--- src/rtl/core/nbt_pkg.sv ---
`timescale 1ns / 1ps

package nbt_pkg;

    // operation codes carried in the input tuser
    typedef enum logic [2:0] {
        FN_UPD_BACKLOG = 3'd0,
        FN_UPD_HOPS    = 3'd1,
        FN_TICK        = 3'd2,
        FN_FIND        = 3'd3,
        FN_CLEAR       = 3'd4,
        FN_DROP        = 3'd5
    } t_func;

    localparam int FUNC_W    = 3;
    localparam int VAL_W     = 16;
    localparam int HOLD_W    = 4;
    localparam int CNT_OUT_W = 5;

    localparam int S_TDATA_W = 48;
    localparam int S_TUSER_W = 4;
    localparam int M_TDATA_W = 40;
    localparam int M_TUSER_W = 2;

    localparam logic [HOLD_W-1:0] HOLDOFF_ARM = 4'd11;
    localparam logic [HOLD_W-1:0] HOLDOFF_ONE = 4'd1;
    localparam logic [VAL_W-1:0]  NO_HOPS     = 16'hffff;
    localparam logic [VAL_W-1:0]  LIMIT_RESET = 16'd32;

    // controller to datapath
    typedef struct packed {
        logic load;
        logic rd_en;
        logic proc;
        logic finish;
    } t_dp_cmd;

    // datapath to controller
    typedef struct packed {
        logic out_busy;
    } t_dp_status;

endpackage

--- src/rtl/core/nbt_ram.sv ---
`timescale 1ns / 1ps

module nbt_ram #(
    parameter int WIDTH = 52,
    parameter int DEPTH = 16
) (
    input  logic                     i_clk,
    input  logic                     i_we,
    input  logic [$clog2(DEPTH)-1:0] i_waddr,
    input  logic [WIDTH-1:0]         i_wdata,
    input  logic                     i_re,
    input  logic [$clog2(DEPTH)-1:0] i_raddr,
    output logic [WIDTH-1:0]         o_rdata
);

    logic [WIDTH-1:0] r_mem [DEPTH];
    logic [WIDTH-1:0] r_rdata;

    always_ff @(posedge i_clk) begin
        if (i_we) begin
            r_mem[i_waddr] <= i_wdata;
        end
        if (i_re) begin
            r_rdata <= r_mem[i_raddr];
        end
    end

    assign o_rdata = r_rdata;

endmodule

--- src/rtl/core/nbt_ctrl.sv ---
`timescale 1ns / 1ps

module nbt_ctrl #(
    parameter int ENTRIES = 16
) (
    input  logic                           i_clk,
    input  logic                           i_rst_n,
    input  logic                           i_in_valid,
    output logic                           o_in_ready,
    input  logic [$clog2(ENTRIES+1)-1:0]   i_count,
    input  nbt_pkg::t_dp_status            i_status,
    output nbt_pkg::t_dp_cmd               o_cmd,
    output logic [$clog2(ENTRIES)-1:0]     o_rd_ptr,
    output logic [$clog2(ENTRIES)-1:0]     o_proc_ptr
);

    localparam int IW = $clog2(ENTRIES);
    localparam int PW = $clog2(ENTRIES + 1);

    typedef enum logic [1:0] {
        S_IDLE,
        S_SCAN,
        S_DONE
    } t_state;

    t_state          r_state;
    logic [PW-1:0]   r_ptr;
    logic            r_proc;
    logic [IW-1:0]   r_proc_ptr;
    logic            w_rd_issue;

    assign w_rd_issue = (r_state == S_SCAN) && (r_ptr < i_count);

    always_comb begin
        o_cmd.load   = (r_state == S_IDLE) && i_in_valid;
        o_cmd.rd_en  = w_rd_issue;
        o_cmd.proc   = r_proc;
        o_cmd.finish = (r_state == S_DONE) && !i_status.out_busy;
    end

    assign o_in_ready = (r_state == S_IDLE);
    assign o_rd_ptr   = r_ptr[IW-1:0];
    assign o_proc_ptr = r_proc_ptr;

    always_ff @(posedge i_clk) begin
        if (!i_rst_n) begin
            r_state    <= S_IDLE;
            r_ptr      <= '0;
            r_proc     <= 1'b0;
            r_proc_ptr <= '0;
        end else begin
            // read data comes back in the cycle after the address
            r_proc <= w_rd_issue;
            case (r_state)
                S_IDLE: begin
                    if (i_in_valid) begin
                        r_ptr   <= '0;
                        r_state <= S_SCAN;
                    end
                end
                S_SCAN: begin
                    if (w_rd_issue) begin
                        r_proc_ptr <= r_ptr[IW-1:0];
                        r_ptr      <= r_ptr + PW'(1);
                    end else begin
                        // last entry is being processed this cycle
                        r_state <= S_DONE;
                    end
                end
                S_DONE: begin
                    if (!i_status.out_busy) begin
                        r_state <= S_IDLE;
                    end
                end
                default: begin
                    r_state <= S_IDLE;
                end
            endcase
        end
    end

endmodule

--- src/rtl/core/nbt_datapath.sv ---
`timescale 1ns / 1ps

module nbt_datapath #(
    parameter int ENTRIES   = 16,
    parameter int ADDR_BITS = 16
) (
    input  logic                                 i_clk,
    input  logic                                 i_rst_n,
    input  nbt_pkg::t_dp_cmd                     i_cmd,
    input  logic [$clog2(ENTRIES)-1:0]           i_rd_ptr,
    input  logic [$clog2(ENTRIES)-1:0]           i_proc_ptr,
    input  logic [nbt_pkg::FUNC_W-1:0]           i_func,
    input  logic [nbt_pkg::VAL_W-1:0]            i_neighbor,
    input  logic [nbt_pkg::VAL_W-1:0]            i_queue_value,
    input  logic                                 i_is_data,
    input  logic [nbt_pkg::VAL_W-1:0]            i_hop_value,
    input  logic                                 i_cfg_we,
    input  logic [nbt_pkg::VAL_W-1:0]            i_cfg_wdata,
    input  logic                                 i_out_ready,
    output logic [$clog2(ENTRIES+1)-1:0]         o_count,
    output nbt_pkg::t_dp_status                  o_status,
    output logic                                 o_out_valid,
    output logic                                 o_ok,
    output logic                                 o_found,
    output logic [nbt_pkg::VAL_W-1:0]            o_best_neighbor,
    output logic [nbt_pkg::VAL_W-1:0]            o_best_hops,
    output logic [nbt_pkg::CNT_OUT_W-1:0]        o_entry_count
);

    localparam int IW    = $clog2(ENTRIES);
    localparam int PW    = $clog2(ENTRIES + 1);
    localparam int VW    = nbt_pkg::VAL_W;
    localparam int HW    = nbt_pkg::HOLD_W;
    localparam int REC_W = ADDR_BITS + 2 * VW + HW;

    // item registers
    logic [nbt_pkg::FUNC_W-1:0] r_func;
    logic [ADDR_BITS-1:0]       r_addr;
    logic [VW-1:0]              r_qv;
    logic                       r_is_data;
    logic [VW-1:0]              r_hv;

    logic [VW-1:0]              r_limit;
    logic [PW-1:0]              r_count;
    logic [PW-1:0]              r_wr_ptr;
    logic                       r_match;
    logic                       r_found;
    logic [VW-1:0]              r_best_hops;
    logic [ADDR_BITS-1:0]       r_best_addr;

    logic                       r_out_valid;
    logic                       r_out_ok;
    logic                       r_out_found;
    logic [VW-1:0]              r_out_best_addr;
    logic [VW-1:0]              r_out_best_hops;
    logic [nbt_pkg::CNT_OUT_W-1:0] r_out_count;

    logic [REC_W-1:0]           w_rd_data;
    logic [ADDR_BITS-1:0]       w_rec_addr;
    logic [VW-1:0]              w_rec_backlog;
    logic [HW-1:0]              w_rec_hold;
    logic [VW-1:0]              w_rec_hops;

    logic                       w_is_upd;
    logic                       w_addr_hit;
    logic                       w_keep;
    logic                       w_better;
    logic                       w_full;
    logic [VW-1:0]              w_clamped;
    logic [HW-1:0]              w_tick_hold;
    logic [VW-1:0]              w_base_backlog;
    logic [HW-1:0]              w_base_hold;
    logic [VW-1:0]              w_base_hops;
    logic [VW-1:0]              w_upd_backlog;
    logic [HW-1:0]              w_upd_hold;
    logic [VW-1:0]              w_upd_hops;
    logic [PW-1:0]              w_count_next;
    logic                       w_ok;

    logic                       w_we;
    logic [IW-1:0]              w_waddr;
    logic [REC_W-1:0]           w_wdata;

    nbt_ram #(
        .WIDTH (REC_W),
        .DEPTH (ENTRIES)
    ) u_ram (
        .i_clk   (i_clk),
        .i_we    (w_we),
        .i_waddr (w_waddr),
        .i_wdata (w_wdata),
        .i_re    (i_cmd.rd_en),
        .i_raddr (i_rd_ptr),
        .o_rdata (w_rd_data)
    );

    assign {w_rec_addr, w_rec_backlog, w_rec_hold, w_rec_hops} = w_rd_data;

    assign w_is_upd   = (r_func == nbt_pkg::FN_UPD_BACKLOG) || (r_func == nbt_pkg::FN_UPD_HOPS);
    assign w_addr_hit = (w_rec_addr == r_addr);
    assign w_keep     = (w_rec_hold != nbt_pkg::HOLDOFF_ONE);
    assign w_better   = (w_rec_hops != '0) && (w_rec_hops <= r_best_hops);
    assign w_full     = (r_count >= PW'(ENTRIES));
    assign w_clamped  = (r_qv > r_limit) ? r_limit : r_qv;

    // hold-off of zero or one settles at one, anything else counts down
    assign w_tick_hold = (w_rec_hold <= nbt_pkg::HOLDOFF_ONE) ? nbt_pkg::HOLDOFF_ONE
                                                             : w_rec_hold - HW'(1);

    // new entry starts from zeros, a hit starts from the stored fields
    assign w_base_backlog = i_cmd.finish ? '0 : w_rec_backlog;
    assign w_base_hold    = i_cmd.finish ? '0 : w_rec_hold;
    assign w_base_hops    = i_cmd.finish ? '0 : w_rec_hops;

    assign w_upd_backlog = (r_func == nbt_pkg::FN_UPD_BACKLOG) ? w_clamped : w_base_backlog;
    assign w_upd_hold    = ((r_func == nbt_pkg::FN_UPD_BACKLOG) && r_is_data)
                           ? nbt_pkg::HOLDOFF_ARM : w_base_hold;
    assign w_upd_hops    = (r_func == nbt_pkg::FN_UPD_HOPS) ? r_hv : w_base_hops;

    always_comb begin
        w_we    = 1'b0;
        w_waddr = i_proc_ptr;
        w_wdata = {r_addr, w_upd_backlog, w_upd_hold, w_upd_hops};
        if (i_cmd.proc) begin
            case (r_func)
                nbt_pkg::FN_UPD_BACKLOG,
                nbt_pkg::FN_UPD_HOPS: begin
                    w_we = w_addr_hit;
                end
                nbt_pkg::FN_TICK: begin
                    w_we    = 1'b1;
                    w_wdata = {w_rec_addr, w_rec_backlog, w_tick_hold, w_rec_hops};
                end
                nbt_pkg::FN_DROP: begin
                    // compact survivors towards the head, order kept
                    w_we    = w_keep;
                    w_waddr = r_wr_ptr[IW-1:0];
                    w_wdata = w_rd_data;
                end
                default: begin
                    w_we = 1'b0;
                end
            endcase
        end else if (i_cmd.finish) begin
            // append a missing neighbour at the tail
            w_we    = w_is_upd && !r_match && !w_full;
            w_waddr = r_count[IW-1:0];
        end
    end

    always_comb begin
        w_ok = 1'b1;
        case (r_func)
            nbt_pkg::FN_UPD_BACKLOG,
            nbt_pkg::FN_UPD_HOPS: begin
                if (r_match) begin
                    w_count_next = r_count;
                end else if (w_full) begin
                    w_count_next = r_count;
                    w_ok         = 1'b0;
                end else begin
                    w_count_next = r_count + PW'(1);
                end
            end
            nbt_pkg::FN_CLEAR: begin
                w_count_next = '0;
            end
            nbt_pkg::FN_DROP: begin
                w_count_next = r_wr_ptr;
            end
            default: begin
                w_count_next = r_count;
            end
        endcase
    end

    always_ff @(posedge i_clk) begin
        if (!i_rst_n) begin
            r_limit     <= nbt_pkg::LIMIT_RESET;
            r_count     <= '0;
            r_out_valid <= 1'b0;
        end else begin
            if (i_cfg_we) begin
                r_limit <= i_cfg_wdata;
            end
            if (i_cmd.finish) begin
                r_count     <= w_count_next;
                r_out_valid <= 1'b1;
            end else if (r_out_valid && i_out_ready) begin
                r_out_valid <= 1'b0;
            end
        end
    end

    always_ff @(posedge i_clk) begin
        if (i_cmd.load) begin
            r_func      <= i_func;
            r_addr      <= ADDR_BITS'(i_neighbor);
            r_qv        <= i_queue_value;
            r_is_data   <= i_is_data;
            r_hv        <= i_hop_value;
            r_match     <= 1'b0;
            r_found     <= 1'b0;
            r_best_hops <= nbt_pkg::NO_HOPS;
            r_wr_ptr    <= '0;
        end
        if (i_cmd.proc) begin
            case (r_func)
                nbt_pkg::FN_UPD_BACKLOG,
                nbt_pkg::FN_UPD_HOPS: begin
                    if (w_addr_hit) begin
                        r_match <= 1'b1;
                    end
                end
                nbt_pkg::FN_FIND: begin
                    // scan runs oldest first, so a tie goes to the later entry
                    if (w_better) begin
                        r_found     <= 1'b1;
                        r_best_hops <= w_rec_hops;
                        r_best_addr <= w_rec_addr;
                    end
                end
                nbt_pkg::FN_DROP: begin
                    if (w_keep) begin
                        r_wr_ptr <= r_wr_ptr + PW'(1);
                    end
                end
                default: begin
                    r_match <= r_match;
                end
            endcase
        end
        if (i_cmd.finish) begin
            r_out_ok        <= w_ok;
            r_out_found     <= r_found;
            r_out_best_addr <= r_found ? VW'(r_best_addr) : '0;
            r_out_best_hops <= r_found ? r_best_hops : '0;
            r_out_count     <= nbt_pkg::CNT_OUT_W'(w_count_next);
        end
    end

    assign o_count           = r_count;
    assign o_status.out_busy = r_out_valid && !i_out_ready;
    assign o_out_valid       = r_out_valid;
    assign o_ok              = r_out_ok;
    assign o_found           = r_out_found;
    assign o_best_neighbor   = r_out_best_addr;
    assign o_best_hops       = r_out_best_hops;
    assign o_entry_count     = r_out_count;

endmodule

--- src/rtl/core/neighbor_backpressure_table.sv ---
`timescale 1ns / 1ps

// Channel    Dir   Handshake                      Payload
// s_axis     in    s_axis_tvalid / s_axis_tready   tdata 48b, tuser 4b (one operation)
// m_axis     out   m_axis_tvalid / m_axis_tready   tdata 40b, tuser 2b (one result)
// cfg        in    i_cfg_we                        i_cfg_wdata 16b (queue limit)
//
// An item is taken in, then each entry held before it is read in turn through the
// single read port of the entry RAM, whose read is registered, and finally its result
// is posted. Entries sit packed in insertion order.
// Reset empties the table at once by clearing the fill count; no clearing pass.
// A result left waiting at m_axis stalls the next item only at its final cycle.

module neighbor_backpressure_table #(
    parameter int ENTRIES   = 16,
    parameter int ADDR_BITS = 16
) (
    input  logic                              i_clk,
    input  logic                              i_rst_n,
    input  logic                              s_axis_tvalid,
    output logic                              s_axis_tready,
    // neighbor[15:0], queue_value[31:16], hop_value[47:32]
    input  logic [nbt_pkg::S_TDATA_W-1:0]     s_axis_tdata,
    // func[2:0], is_data[3]
    input  logic [nbt_pkg::S_TUSER_W-1:0]     s_axis_tuser,
    output logic                              m_axis_tvalid,
    input  logic                              m_axis_tready,
    // best_neighbor[15:0], best_hops[31:16], entry_count[36:32], zero[39:37]
    output logic [nbt_pkg::M_TDATA_W-1:0]     m_axis_tdata,
    // ok[0], found[1]
    output logic [nbt_pkg::M_TUSER_W-1:0]     m_axis_tuser,
    input  logic                              i_cfg_we,
    input  logic [nbt_pkg::VAL_W-1:0]         i_cfg_wdata
);

    localparam int IW = $clog2(ENTRIES);
    localparam int PW = $clog2(ENTRIES + 1);

    nbt_pkg::t_dp_cmd             w_cmd;
    nbt_pkg::t_dp_status          w_status;
    logic [IW-1:0]                w_rd_ptr;
    logic [IW-1:0]                w_proc_ptr;
    logic [PW-1:0]                w_count;
    logic                         w_ok;
    logic                         w_found;
    logic [nbt_pkg::VAL_W-1:0]    w_best_neighbor;
    logic [nbt_pkg::VAL_W-1:0]    w_best_hops;
    logic [nbt_pkg::CNT_OUT_W-1:0] w_entry_count;

    nbt_ctrl #(
        .ENTRIES (ENTRIES)
    ) u_ctrl (
        .i_clk      (i_clk),
        .i_rst_n    (i_rst_n),
        .i_in_valid (s_axis_tvalid),
        .o_in_ready (s_axis_tready),
        .i_count    (w_count),
        .i_status   (w_status),
        .o_cmd      (w_cmd),
        .o_rd_ptr   (w_rd_ptr),
        .o_proc_ptr (w_proc_ptr)
    );

    nbt_datapath #(
        .ENTRIES   (ENTRIES),
        .ADDR_BITS (ADDR_BITS)
    ) u_datapath (
        .i_clk           (i_clk),
        .i_rst_n         (i_rst_n),
        .i_cmd           (w_cmd),
        .i_rd_ptr        (w_rd_ptr),
        .i_proc_ptr      (w_proc_ptr),
        .i_func          (s_axis_tuser[2:0]),
        .i_neighbor      (s_axis_tdata[15:0]),
        .i_queue_value   (s_axis_tdata[31:16]),
        .i_is_data       (s_axis_tuser[3]),
        .i_hop_value     (s_axis_tdata[47:32]),
        .i_cfg_we        (i_cfg_we),
        .i_cfg_wdata     (i_cfg_wdata),
        .i_out_ready     (m_axis_tready),
        .o_count         (w_count),
        .o_status        (w_status),
        .o_out_valid     (m_axis_tvalid),
        .o_ok            (w_ok),
        .o_found         (w_found),
        .o_best_neighbor (w_best_neighbor),
        .o_best_hops     (w_best_hops),
        .o_entry_count   (w_entry_count)
    );

    assign m_axis_tdata = {3'b000, w_entry_count, w_best_hops, w_best_neighbor};
    assign m_axis_tuser = {w_found, w_ok};

endmodule

--- config.mk ---
export PLATFORM = sky130hd
export DESIGN_NAME = neighbor_backpressure_table
export DESIGN_NICKNAME = d
export VERILOG_FILES = /design/src/rtl/core/nbt_pkg.sv /design/src/rtl/core/nbt_ram.sv /design/src/rtl/core/nbt_ctrl.sv /design/src/rtl/core/nbt_datapath.sv /design/src/rtl/core/neighbor_backpressure_table.sv
export SDC_FILE = /design/constraint.sdc
export NUM_CORES = 1
export LEC_CHECK = 0
export BUFFER_PORTS_ARGS = -buffer_cell sky130_fd_sc_hd__buf_2
export CAP_MARGIN = 25
export CELL_PAD_IN_SITES_DETAIL_PLACEMENT = 0
export CELL_PAD_IN_SITES_GLOBAL_PLACEMENT = 2
export CORE_UTILIZATION = 50
export DETAILED_ROUTE_END_ITERATION = 10
export PLACE_DENSITY_LB_ADDON = 0.05
export SLEW_MARGIN = 20
export SYNTH_ARGS = -nofsm -noshare
export SYNTH_HDL_FRONTEND = slang
export SYNTH_HIERARCHICAL = 1
export SYNTH_SLANG_ARGS = --single-unit
--- constraint.sdc ---
create_clock -name i_clk -period 12.5 [get_ports i_clk]
set_clock_uncertainty 0.1 [all_clocks]
set_input_delay 1.875 -clock i_clk [delete_from_list [all_inputs] [get_ports i_clk]]
set_output_delay 1.875 -clock i_clk [all_outputs]
set_load 0.01 [all_outputs]
# Word-level counts from Yosys, hierarchy flattened

Memories as Yosys holds them, arrays and structs flattened. A register that Yosys moved wholly into a read port is not among the register bits.
Index checks and enable logic that the tools add are counted.

Memories kept: 1
Bits of input ports: 73
RAM bits: 832
Register bits: 164
Output and inout port bits: 44

Memory list:

| memory                 | words | bits a word | read ports | clocked after Yosys merged registers in | write ports | line          | RTL |
|---|---|---|---|---|---|---|---|
| u_datapath.u_ram.r_mem | 16    | 52          | 1          | 1                                       | 1           | nbt_ram.sv:16 | `logic [WIDTH-1:0] r_mem [DEPTH];` |

$add $sub $neg: 4
Reductions and logical operators: 26
Eq/ne operators: 14
Mux-type cells: 47
Bitwise logic cells: 1
$lt $le $gt $ge: 5

Operator list:

| cell                                                            | number |
|---|---|
| two-way mux 16 bit                                              | 9 |
| case mux 52 bit (2 select lines)                                | 1 |
| two-way mux 52 bit                                              | 1 |
| two-way mux 5 bit                                               | 8 |
| two-way mux 4 bit                                               | 6 |
| equality test 16 bit                                            | 1 |
| greater-than comparator 16 bit                                  | 1 |
| less-or-equal comparator 16 bit                                 | 1 |
| nonzero test 16 bit                                             | 1 |
| adder 5 x 1 -> 5 bit (second input constant)                    | 3 |
| case mux 5 bit (3 select lines)                                 | 1 |
| two-way mux 1 bit                                               | 14 |
| case mux 5 bit (2 select lines)                                 | 1 |
| logical AND 1 bit                                               | 9 |
| AND reduction 3 bit                                             | 3 |
| equality test 3 x 2 -> 1 bit (second input constant)            | 2 |
| equality test 3 bit (second input constant)                     | 2 |
| two-way mux 2 bit                                               | 3 |
| != test 2 bit (second input constant)                           | 3 |
| case mux 2 bit (3 select lines)                                 | 1 |
| OR reduction 2 bit                                              | 3 |
| >= comparator 5 bit (second input constant)                     | 1 |
| less-than comparator 5 bit                                      | 1 |
| less-or-equal comparator 4 x 1 -> 1 bit (second input constant) | 1 |
| 16 further kinds                                                | 20 |

# Logic depth before layout (Yosys ltp)

Word-level depth: 8
Mapped depth: 11
Mapped depth without buffers: 8

# Modules after synthesis

Netlist, hierarchy kept.

By module, submodules not included:

| module                      | area an instance (um^2) | cells each | instances |
|---|---|---|---|
| nbt_ram                     | 32,736.4                | 1,344      | 1 |
| nbt_datapath                | 7,455.9                 | 652        | 1 |
| nbt_ctrl                    | 653.1                   | 78         | 1 |
| neighbor_backpressure_table | 41.3                    | 6          | 1 |

# Worst setup path before layout

OpenSTA, ideal clock, no wires.

Path kind: input-to-reg
From: input m_axis_tready
To: memory u_datapath.u_ram.r_mem[0][0] (enable)
Path slack: 1,684 ps
Stages on the path: 8
Library setup time: 526 ps
Arrival: 10,190 ps
Cells stage by stage: nor2b_1 -> nor3b_1 -> buf_1 -> buf_1 -> nand2_1 -> o21ai_0 -> or3b_2 -> nor3_1

RTL lines:

| item            | line                              | RTL |
|---|---|---|
| start, declared | neighbor_backpressure_table.sv:27 | `input logic m_axis_tready,` |
| end, declared   | nbt_ram.sv:16                     |  |

==> flow_summary.json <==
{
  "clk_latency_ns": 0.61,
  "grt_pass1_vias": 14800,
  "tightest_slew_ns": 1.09,
  "grt_pass1_wl_um": 98300,
  "dieArea_um2": 59200,
  "rsz0062_at_grt": "false",
  "fin_cells": 2435,
  "clock_tree.root_cell": "clkbuf_16",
  "worstHoldStart": "u_ctrl/o_proc_ptr[3]",
  "status": "finished clean",
  "peakVddDrop_mv": 0.125,
  "ioPinCount": 117,
  "endpoint_kind": "flip-flop",
  "cts_inserted_buffers": 78,
  "die_height_um": 243,
  "remaining_drc_errors": 0,
  "dr.pass1.iters": 5,
  "period_minus_slack_ns": 5.33,
  "cts_sinks": 744,
  "regToRegSetupSlack_ns": 7.73,
  "via_per_inst": 5.91,
  "hpwlAfterDp_um": 34100,
  "antenna_found_initial": 2,
  "seqCellArea_um2": 21900,
  "drt_iter0_drc": 1036,
  "maxCapViolations": 0,
  "grt_use_total_pct": 23.1,
  "finalHoldViolCount": 0,
  "coreArea_um2": 57600,
  "hold_buffers": 0,
  "rows": 88,
  "p_leak_nw": 10.6,
  "fmax_mhz": 188,
  "cts_tree": "done",
  "finalNetCount": 1707,
  "tns_ns": 0,
  "final_antenna_net_count": 0,
  "clk_path_buf_depth": 3,
  "multi_input_area_um2": 6630,
  "area_growth_syn_to_layout_pct": 12.6,
  "arrival_ns": 5.47,
  "vias": 14400,
  "initial_utilization_pct": 50.5,
  "final_util_pct": 56.9,
  "path_max_fanout": 58,
  "clkSlewWorstSetupHoldPaths_ns": 0.06,
  "wire_per_inst_um": 27.3,
  "power_density_nw_per_um2": 155,
  "syn_area_per_cell_um2": 19.3,
  "synthCells": 1509,
  "r2r-end": "u_datapath/u_ram/r_mem[13][6]",
  "dp_cells": 2291,
  "cp.required_ns": 12.64,
  "routed_wl_um": 66400,
  "hold_path.class": "reg -> reg",
  "n_antenna_cell": 0,
  "post_cts_resized": 0,
  "layout-drive-gt1-share_pct": 25.0,
  "ctsHtreeMaxLevel": 3,
  "rr_worst_depth": 9,
  "worstHoldPathCells": 2,
  "mostFrequentLayoutCells": "edfxtp_1, mux4_2, clkbuf_16",
  "numPortBuffers": 80,
  "setup.worst_path.class": "in -> reg",
  "min_delay_worst_endpoint": "u_ctrl/o_proc_ptr[3]",
  "crit_path_start_kind": "input port",
  "num-fill-cells": 4376,
  "rr_startpoint": "u_datapath/u_ram/o_rdata[41]",
  "die_x_um": 243,
  "yosysWarnings": 6,
  "synth_area_um2": 29100,
  "globalplace.congestion": 0.732,
  "grt-ovfl-total": 0,
  "slew_headroom_pct": 27.1,
  "mostFrequentLayoutCell": "edfxtp_1",
  "fin_crit_sh_pct": 42.7,
  "cts_setup_buffers": 0,
  "slew_violations": 0,
  "setup_viol": 0,
  "grt_max_degree": 61
}
where the power goes:
group          total, mW  switching [mW]  internal, mW
clock               2.22           0.924          1.29
combinational      0.107          0.0751        0.0314
sequential          2.76          0.0132          2.75
total               5.08            1.01          4.07
registers in the layout (all words and copies together), names as in the netlist, 2 cells and up:
name and flops:
u_ctrl/o_proc_ptr 4, u_ctrl/r_ptr 5, u_ctrl/r_state 2, u_datapath/o_best_hops 16, u_datapath/o_best_neighbor 16, u_datapath/o_count 5
u_datapath/o_entry_count 5, u_datapath/r_addr 16, u_datapath/r_best_addr 16, u_datapath/r_best_hops 16, u_datapath/r_func 3, u_datapath/r_hv 16
u_datapath/r_wr_ptr 5, u_datapath/u_ram/o_rdata 36, u_datapath/u_ram/r_mem 576
through the flow:
stage / hold WS, ns / setup slack, ns / power [mW] / instance area, um^2
2_1_floorplan: 0.344 / 2.86 / 2.87 / 29100
3_5_place_dp: 0.362 / 6.50 / 2.92 / 30300
5_1_grt: 0.404 / 7.00 / 5.24 / 32800
4_1_cts: 0.370 / 7.14 / 5.14 / 32800
3_3_place_gp: 0.357 / 6.56 / 2.92 / 30300
6_report: 0.370 / 7.17 / 5.08 / 32800
final cells by class:
cell class	instances	area share, %
clock inverter	43	0.974
timing repair buffer	114	2.00
tap	765	2.92
multi-input combinational	638	20.2
sequential	744	67.0
inverter	32	0.370
clock buffer	99	6.52
routing by layer:
layer	vias up	routed length, um	global-route usage, %
met1	7598	27900	31.6
met4	0	1360	6.40
li1	6298	-	-
met3	88	4000	4.16
met5	-	0	0
met2	416	33100	38.3
how the worst max path moves through the flow:
stage,to,depth (start not counted),startpoint
2_1_floorplan,u_datapath/u_ram/r_mem[0][0],8,m_axis_tready
3_3_place_gp,u_datapath/u_ram/r_mem[15][9],9,m_axis_tready
3_5_place_dp,u_datapath/u_ram/r_mem[15][9],9,m_axis_tready
4_1_cts,u_datapath/u_ram/r_mem[15][6],9,m_axis_tready
5_1_grt,u_datapath/u_ram/r_mem[15][6],9,m_axis_tready
6_report,u_datapath/u_ram/r_mem[15][6],9,m_axis_tready
worst max-delay path, cell delays in order:
cell and delay (ns):
buf_2 0.08, nor2b_1 0.06, nor3b_2 0.20, buf_4 0.68, a211oi_1 0.16, a31oi_1 0.64, nand2_1 0.43, nor2_4 0.71
buf_4 0.57
Note: power is estimated with default switching activity, not from simulation.
